**src/rtl/bel_pkg.sv**
```systemverilog
// Shared types, constants and decode functions for the bang-escape decoder.
// No dependencies.
package bel_pkg;

  localparam int QDepth = 4;
  localparam int QPtrW  = $clog2(QDepth);
  localparam int QCntW  = $clog2(QDepth + 1);

  localparam logic [7:0] CharBang = 8'h21;

  typedef enum logic [1:0] {
    ST_OK       = 2'd0,
    ST_NONCANON = 2'd1,
    ST_INVALID  = 2'd2
  } status_e;

  typedef enum logic [2:0] {
    MODE_PLAIN = 3'b001,
    MODE_BANG1 = 3'b010,
    MODE_BANG2 = 3'b100
  } mode_e;

  // One queued command: nbang '!' beats with invalid status, then a final beat.
  typedef struct packed {
    logic [1:0] nbang;
    logic [7:0] data;
    logic       is_end;
    status_e    status;
  } bel_cmd_t;

  // {ok, value} for a byte after a single bang.
  function automatic logic [8:0] single_bang(input logic [7:0] c);
    logic [8:0] r;
    r = {1'b0, c};
    if (c >= 8'h61 && c <= 8'h7a) begin
      r = {1'b1, c - 8'd32};
    end else if (c >= 8'h41 && c <= 8'h5a) begin
      r = {1'b1, c};
    end else begin
      unique case (c)
        8'h22:   r = {1'b1, CharBang};
        8'h30:   r = {1'b1, 8'd224};
        8'h31:   r = {1'b1, 8'd226};
        8'h32:   r = {1'b1, 8'd233};
        8'h33:   r = {1'b1, 8'd232};
        8'h34:   r = {1'b1, 8'd235};
        8'h35:   r = {1'b1, 8'd234};
        8'h36:   r = {1'b1, 8'd239};
        8'h37:   r = {1'b1, 8'd238};
        8'h38:   r = {1'b1, 8'd244};
        8'h39:   r = {1'b1, 8'd249};
        8'h3a:   r = {1'b1, 8'd251};
        8'h3d:   r = {1'b1, 8'd231};
        8'h3e:   r = {1'b1, 8'd171};
        8'h3f:   r = {1'b1, 8'd187};
        8'h3b:   r = {1'b1, 8'd230};
        8'h3c:   r = {1'b1, 8'd247};
        8'h40:   r = {1'b1, 8'h60};
        8'h5b:   r = {1'b1, 8'h7b};
        8'h5c:   r = {1'b1, 8'h7c};
        8'h5d:   r = {1'b1, 8'h7d};
        8'h5e:   r = {1'b1, 8'h7e};
        8'h5f:   r = {1'b1, 8'd127};
        default: r = {1'b0, c};
      endcase
    end
    return r;
  endfunction

  // {ok, control code} for a byte after a double bang.
  function automatic logic [8:0] double_bang(input logic [7:0] c);
    logic [8:0] r;
    r = {1'b0, c};
    if (c >= 8'h41 && c <= 8'h5a) begin
      r = {1'b1, c - 8'h40};
    end else if (c >= 8'h61 && c <= 8'h7a) begin
      r = {1'b1, c - 8'h60};
    end else begin
      unique case (c)
        8'h40:   r = {1'b1, 8'd0};
        8'h5b:   r = {1'b1, 8'd27};
        8'h5c:   r = {1'b1, 8'd28};
        8'h5d:   r = {1'b1, 8'd29};
        8'h5e:   r = {1'b1, 8'd30};
        8'h5f:   r = {1'b1, 8'd31};
        default: r = {1'b0, c};
      endcase
    end
    return r;
  endfunction

endpackage

```
**src/rtl/bang_escape_to_latin1_decoder_core.sv**
```systemverilog
// Top level of the bang-escape to Latin-1 decoder.
// Depends on bel_pkg, bel_front, bel_queue, bel_back.
//
// Usage:
//  - Input channel: drive in_byte_i / at_end_i with push_i; a beat is taken
//    on a clock edge with push_i high and full_o low. at_end_i closes the
//    stream (in_byte_i is then ignored) and yields an end-marker result.
//  - Result channel: while empty_o is low, out_byte_o, is_end_o, status_o and
//    last_o show the oldest result; it is taken on an edge with pop_i high.
//    last_o marks the final result caused by one input beat.
//  - A '!' that opens an escape yields no result; an invalid escape yields
//    up to three results (the bangs, then the byte as written).
//  - Path: the edge that takes a beat writes the command queue; the back
//    end then loads its output reg from the queue head, so a result passes
//    through the command queue and then the back end's output reg.
//  - Throughput: one input beat per cycle while each beat yields at most one
//    result and the receiver pops; the back end emits one result per cycle
//    while the receiver pops, so the extra bang beats of an invalid escape
//    are absorbed by the 4-entry command queue.
//  - Receiver stall: the output register holds; the queue fills and full_o
//    rises once it holds four commands.
//  - Reset (rst_ni low, asynchronous): escape mode returns to plain, the
//    queue and output register are emptied.
module bang_escape_to_latin1_decoder_core import bel_pkg::*; (
  input  logic       clk_i,
  input  logic       rst_ni,
  input  logic       push_i,
  output logic       full_o,
  input  logic [7:0] in_byte_i,
  input  logic       at_end_i,
  output logic       empty_o,
  input  logic       pop_i,
  output logic [7:0] out_byte_o,
  output logic       is_end_o,
  output logic [1:0] status_o,
  output logic       last_o
);

  logic     accept;
  logic     cmd_valid;
  bel_cmd_t cmd, head;
  logic     q_full, q_empty, head_pop;
  status_e  status;

  assign full_o = q_full;
  assign accept = push_i && !q_full;

  bel_front u_front (
    .clk_i       (clk_i),
    .rst_ni      (rst_ni),
    .accept_i    (accept),
    .in_byte_i   (in_byte_i),
    .at_end_i    (at_end_i),
    .cmd_valid_o (cmd_valid),
    .cmd_o       (cmd)
  );

  bel_queue u_queue (
    .clk_i   (clk_i),
    .rst_ni  (rst_ni),
    .push_i  (cmd_valid),
    .wdata_i (cmd),
    .pop_i   (head_pop),
    .rdata_o (head),
    .full_o  (q_full),
    .empty_o (q_empty)
  );

  bel_back u_back (
    .clk_i        (clk_i),
    .rst_ni       (rst_ni),
    .head_valid_i (!q_empty),
    .head_i       (head),
    .head_pop_o   (head_pop),
    .empty_o      (empty_o),
    .pop_i        (pop_i),
    .out_byte_o   (out_byte_o),
    .is_end_o     (is_end_o),
    .status_o     (status),
    .last_o       (last_o)
  );

  assign status_o = status;

endmodule

```
**src/rtl/bel_front.sv**
```systemverilog
// Front end: tracks escape mode and turns each input byte into a command.
// Depends on bel_pkg.
module bel_front import bel_pkg::*; (
  input  logic       clk_i,
  input  logic       rst_ni,
  input  logic       accept_i,
  input  logic [7:0] in_byte_i,
  input  logic       at_end_i,
  output logic       cmd_valid_o,
  output bel_cmd_t   cmd_o
);

  mode_e      mode_q, mode_d;
  logic [8:0] sb, db;
  logic       has_cmd;

  assign sb = single_bang(in_byte_i);
  assign db = double_bang(in_byte_i);

  always_comb begin
    mode_d  = mode_q;
    has_cmd = 1'b1;
    cmd_o   = '{nbang: 2'd0, data: in_byte_i, is_end: 1'b0, status: ST_OK};
    if (at_end_i) begin
      mode_d       = MODE_PLAIN;
      cmd_o.data   = 8'd0;
      cmd_o.is_end = 1'b1;
      unique case (mode_q)
        MODE_BANG1: cmd_o.nbang = 2'd1;
        MODE_BANG2: cmd_o.nbang = 2'd2;
        default:    cmd_o.nbang = 2'd0;
      endcase
    end else begin
      unique case (mode_q)
        MODE_BANG1: begin
          if (in_byte_i == CharBang) begin
            mode_d  = MODE_BANG2;
            has_cmd = 1'b0;
          end else begin
            mode_d = MODE_PLAIN;
            if (sb[8]) begin
              cmd_o.data = sb[7:0];
            end else begin
              cmd_o.nbang  = 2'd1;
              cmd_o.status = ST_INVALID;
            end
          end
        end
        MODE_BANG2: begin
          mode_d = MODE_PLAIN;
          if (db[8]) begin
            cmd_o.data = db[7:0];
            if (in_byte_i == 8'h6a || in_byte_i == 8'h4a) cmd_o.status = ST_NONCANON;
          end else begin
            cmd_o.nbang  = 2'd2;
            cmd_o.status = ST_INVALID;
          end
        end
        default: begin
          if (in_byte_i == CharBang) begin
            mode_d  = MODE_BANG1;
            has_cmd = 1'b0;
          end else if (in_byte_i >= 8'h41 && in_byte_i <= 8'h5a) begin
            cmd_o.data = in_byte_i + 8'd32;
          end
        end
      endcase
    end
  end

  assign cmd_valid_o = accept_i && has_cmd;

  always_ff @(posedge clk_i or negedge rst_ni) begin
    if (!rst_ni) begin
      mode_q <= MODE_PLAIN;
    end else if (accept_i) begin
      mode_q <= mode_d;
    end
  end

endmodule

```
**src/rtl/bel_queue.sv**
```systemverilog
// Short command queue between front and back ends.
// Depends on bel_pkg.
module bel_queue import bel_pkg::*; (
  input  logic     clk_i,
  input  logic     rst_ni,
  input  logic     push_i,
  input  bel_cmd_t wdata_i,
  input  logic     pop_i,
  output bel_cmd_t rdata_o,
  output logic     full_o,
  output logic     empty_o
);

  bel_cmd_t         mem_q [QDepth];
  logic [QPtrW-1:0] wr_q, rd_q;
  logic [QCntW-1:0] cnt_q;
  logic             do_push, do_pop;

  assign full_o  = (cnt_q == QCntW'(QDepth));
  assign empty_o = (cnt_q == '0);
  assign rdata_o = mem_q[rd_q];
  assign do_push = push_i && !full_o;
  assign do_pop  = pop_i && !empty_o;

  always_ff @(posedge clk_i) begin
    if (do_push) mem_q[wr_q] <= wdata_i;
  end

  always_ff @(posedge clk_i or negedge rst_ni) begin
    if (!rst_ni) begin
      wr_q  <= '0;
      rd_q  <= '0;
      cnt_q <= '0;
    end else begin
      if (do_push) wr_q <= wr_q + 1'b1;
      if (do_pop)  rd_q <= rd_q + 1'b1;
      unique case ({do_push, do_pop})
        2'b10:   cnt_q <= cnt_q + 1'b1;
        2'b01:   cnt_q <= cnt_q - 1'b1;
        default: cnt_q <= cnt_q;
      endcase
    end
  end

endmodule

```
**src/rtl/bel_back.sv**
```systemverilog
// Back end: expands each command into result beats into an output register.
// Depends on bel_pkg.
module bel_back import bel_pkg::*; (
  input  logic       clk_i,
  input  logic       rst_ni,
  input  logic       head_valid_i,
  input  bel_cmd_t   head_i,
  output logic       head_pop_o,
  output logic       empty_o,
  input  logic       pop_i,
  output logic [7:0] out_byte_o,
  output logic       is_end_o,
  output status_e    status_o,
  output logic       last_o
);

  logic       out_valid_q;
  logic [1:0] idx_q;
  logic       advance, take, final_beat;

  assign advance    = !out_valid_q || pop_i;
  assign take       = advance && head_valid_i;
  assign final_beat = (idx_q == head_i.nbang);
  assign head_pop_o = take && final_beat;
  assign empty_o    = !out_valid_q;

  always_ff @(posedge clk_i or negedge rst_ni) begin
    if (!rst_ni) begin
      out_valid_q <= 1'b0;
      idx_q       <= '0;
    end else if (advance) begin
      out_valid_q <= head_valid_i;
      if (take) idx_q <= final_beat ? 2'd0 : idx_q + 2'd1;
    end
  end

  always_ff @(posedge clk_i) begin
    if (take) begin
      if (final_beat) begin
        out_byte_o <= head_i.data;
        is_end_o   <= head_i.is_end;
        status_o   <= head_i.status;
        last_o     <= 1'b1;
      end else begin
        out_byte_o <= CharBang;
        is_end_o   <= 1'b0;
        status_o   <= ST_INVALID;
        last_o     <= 1'b0;
      end
    end
  end

endmodule

```
**config.mk**
```make
export PLATFORM = sky130hd
export DESIGN_NAME = bang_escape_to_latin1_decoder_core
export DESIGN_NICKNAME = d
export VERILOG_FILES = /design/src/rtl/bel_pkg.sv /design/src/rtl/bang_escape_to_latin1_decoder_core.sv /design/src/rtl/bel_front.sv /design/src/rtl/bel_queue.sv /design/src/rtl/bel_back.sv
export SDC_FILE = /design/constraint.sdc
export NUM_CORES = 1
export LEC_CHECK = 0
export BUFFER_PORTS_ARGS = -buffer_cell sky130_fd_sc_hd__clkbuf_2
export CAP_MARGIN = 20
export CORE_MARGIN = 4
export CORE_UTILIZATION = 40
export CTS_CLUSTER_SIZE = 24
export DETAILED_ROUTE_END_ITERATION = 8
export GPL_TIMING_DRIVEN = 1
export HOLD_SLACK_MARGIN = 0.03
export MAX_ROUTING_LAYER = met4
export PLACE_DENSITY_LB_ADDON = 0.05
export SYNTH_ARGS = -nofsm -noshare
export SYNTH_HDL_FRONTEND = slang
export SYNTH_SLANG_ARGS = --single-unit
```
**constraint.sdc**
```tcl
create_clock -name clk_i -period 6.3 [get_ports clk_i]
set_clock_uncertainty 0.15 [all_clocks]
set_input_delay 0.945 -clock clk_i [delete_from_list [all_inputs] [get_ports clk_i]]
set_output_delay 0.945 -clock clk_i [all_outputs]
set_load 0.02 [all_outputs]
```
==> impl_metrics.ini <==
[yosys]
ys_types = 65
ys_seq_area_share_pct = 53.48
synthFlopType = edfxtp_1
yosysMostFrequentCell = edfxtp_1
syn-cell-area_mm2 = 0.004204
yosysTopAreaCell = edfxtp_1
yosys_warnings = 0
ys_async_sr_fraction_pct = 16.88
synth_edf_count = 64
synth_area_leaders = edfxtp_1, dfrtp_1, mux4_2, ha_1, a21oi_1
yosysTopAreaCellShare_pct = 45.71
ys_ff_latch = 77
synthCells = 333
post_synth.cell_area_avg_um2 = 12.62
syn_nets = 358
yosys-top-cells-count = edfxtp_1, nor2_1, nand2_1

[global_route]
gr-usage-all-layers_pct = 14.55
grt_pass1_vias = 2655
antenna_found_initial = 0
grt_max_degree = 21
grt_pass1_wl_mm = 13.99
grt_remaining_overflow = 0

[critical_path]
critPathMaxFanout = 15
path_buf_inv = 1
path_class = register to register
worst_ep_required_time_ns = 6.41
crit_path_start_kind = register
cpPeakStageDelay_ns = 0.93
critPathTopFamily = flip-flops
endpoint_kind = register
crit_arrival_ns = 3.84
path_cells = mux4_2 > xnor2_1 > nand2_1 > nor2_2 > ha_1 > inv_1 > fa_1 > xor2_1 > nor2_1 > xor2_1
critPathMostFrequentCell = xor2_1
crit_slowest_cell = dfrtp_1

[placement]
globalplace.congestion = 0.8408
io_buffers = 26
place_inst = 474
place_hpwl_mm = 6.152

[worst_hold_path]
hold_class = input pin to async pin

[finish]
antenna_cells = 0
final_util_pct = 43.80
layout.cells.non_filler = 490
area_growth_pct = 7.083
num-nets-final = 374
drive_gt1_share_pct = 21.19

[route]
routed_wl_mm = 8.476
met3_wirelength_um = 263
met2_length_mm = 4.256
ant_nets = 0
drt_iter0_drc = 143
vias = 2686
drc = 0
maxUsedRoutingLayer = met4
wl_met1_mm = 3.869
avgViaCountPerCell = 5.482
wl_per_cell_um = 17.30
drt_pass1_iterations = 4

[pwr]
pwr-share-seq_pct = 48.5
finalPower_mw = 1.673
powerDensity_mw_per_mm2 = 371.6
p_switching_mw = 0.5733
leakagePower_nw = 1.653
vdd_ir_drop_max_mv = 0.1360
combPwrFrac_pct = 32.2
internal_power_mw = 1.100
swShare_pct = 34.27
clockPowerShare_pct = 19.3

[timing]
maxSlewHeadroom_pct = 41.13
hold_viol = 0
timing.final.crit_share_pct = 59.16
fmax_mhz = 268.3
finalSetupViolations = 0
post-route-min-period_ns = 3.727
worst_slew_pin_slew_ns = 0.8831
finalSetupTns_ns = 0
grt_setup_unrepaired = no
slew_viol_final = 0

[die]
dieArea_mm2 = 0.01221
core_mm2 = 0.01028
ios = 27
initial_utilization_pct = 40.91
die_x_um = 110.5
die_y_um = 110.5
std_cell_rows = 37

[clocking]
clock_latency_ns = 0.33
cts_htree_levels = 3
cts_hold_buf = 0
cts_sinks = 77
root_buffer = clkbuf_8
path_clk_slew_ns = 0.08
clockBufferDepth = 2
numCtsBuffers = 9
cts_resized = 0
cts_tree = yes
post-cts-setup-buffers = 0

[status]
status = finished, final reports clean

[flow_run]
drv_cap = 0
[power by group through the flow]
stage               sequential (mW)  clock, mW  combinational, mW
floorplan                     0.820          0              0.404
global placement              0.825          0              0.550
detailed placement            0.828          0              0.552
CTS                           0.816      0.334              0.553
global route                  0.831      0.357              0.604
finish                        0.811      0.323              0.539
[through the flow]
step / cell area, um^2 / hold slack [ns] / worst slack, ns
5_1_grt: 4502 / 0.3530 / 2.109
3_3_place_gp: 4330 / 0.3333 / 2.363
2_1_floorplan: 4204 / 0.3064 / 2.834
3_5_place_dp: 4330 / 0.3362 / 2.268
6_report: 4502 / 0.3468 / 2.573
4_1_cts: 4502 / 0.3416 / 2.475
[cells by family after synthesis]
group | Yosys count | synth area share (%)
AO/OA/AOI/OAI | 76 | 13.13
adder cells (fa/ha/maj) | 13 | 3.988
multiplexers | 17 | 7.917
flip-flops | 77 | 53.48
XOR/XNOR | 11 | 2.292
buffers and inverters | 34 | 5.297
AND/OR/NAND/NOR | 105 | 13.90
[path summary, 6_finish.rpt]
| path | startpoint | end | slack, ns | cells after the start |
|---|---|---|---|---|
| setup / recovery | u_queue.rd_q[0] | u_queue.cnt_q[2] | 2.57 | 10 |
| hold / removal | rst_ni | u_back.idx_q[1] | 0.35 | 1 |
| setup reg to reg | u_queue.rd_q[0] | u_queue.cnt_q[2] | 2.57 | 10 |
| hold reg to reg | u_queue.cnt_q[1] | u_back.out_valid_q | 0.35 | 2 |
| max in group asynchronous | rst_ni | u_front.mode_q[0] | 5.36 | 1 |
| min in group clk_i | u_queue.cnt_q[1] | u_back.out_valid_q | 0.35 | 2 |
[final cells by class]
| cell class | count | area, um^2 |
|---|---|---|
| Timing Repair Buffer | 26 | 130.1 |
| Inverter | 13 | 48.80 |
| Clock buffer | 9 | 123.9 |
| Tap cell | 136 | 170.2 |
| Clock inverter | 7 | 47.55 |
| Fill cell | 999 | 5776 |
| Sequential cell | 77 | 2248 |
| Multi-Input combinational cell | 222 | 1733 |
[per-layer routing]
metal | vias up | GRT usage, %
met5 | - | -
met2 | 55 | 24.15
met3 | 6 | 2.904
li1 | 1294 | -
met1 | 1331 | 18.46
met4 | 0 | 3.448
[flip-flops by register name, summed over array words and instances, names as in the netlist]
name and flops:
u_queue.mem_q 52, u_back.out_byte_o 8, u_front.mode_q 3, u_queue.cnt_q 3, u_back.idx_q 2, u_back.status_o 2
u_queue.rd_q 2, u_queue.wr_q 2, u_back.is_end_o 1, u_back.last_o 1, u_back.out_valid_q 1
[layout by cell type (no fill, tap or decap), types with 2 or more instances in the layout]
cell / instances
nand3_1: 9
clkbuf_8: 9
or2_2: 4
mux2i_1: 4
a21oi_1: 17
dfrtp_1: 12
o21ai_0: 16
o22ai_1: 5
xnor2_1: 8
a221oi_1: 3
a211oi_1: 4
xor2_1: 3
clkinv_2: 2
mux4_2: 13
edfxtp_1: 64
nand3b_1: 3
nor2_1: 22
a31oi_1: 6
nor2b_1: 5
nand2_1: 19
a41oi_1: 2
a21o_1: 2
o211ai_1: 3
and2b_2: 3
ha_1: 11
o211a_1: 2
inv_6: 2
inv_1: 13
a311oi_1: 2
nor2_2: 3
and3_1: 11
nor3_1: 4
and2_1: 6
nand2b_1: 4
nand4_1: 2
clkbuf_2: 26
(Power assumes the default switching activity.)
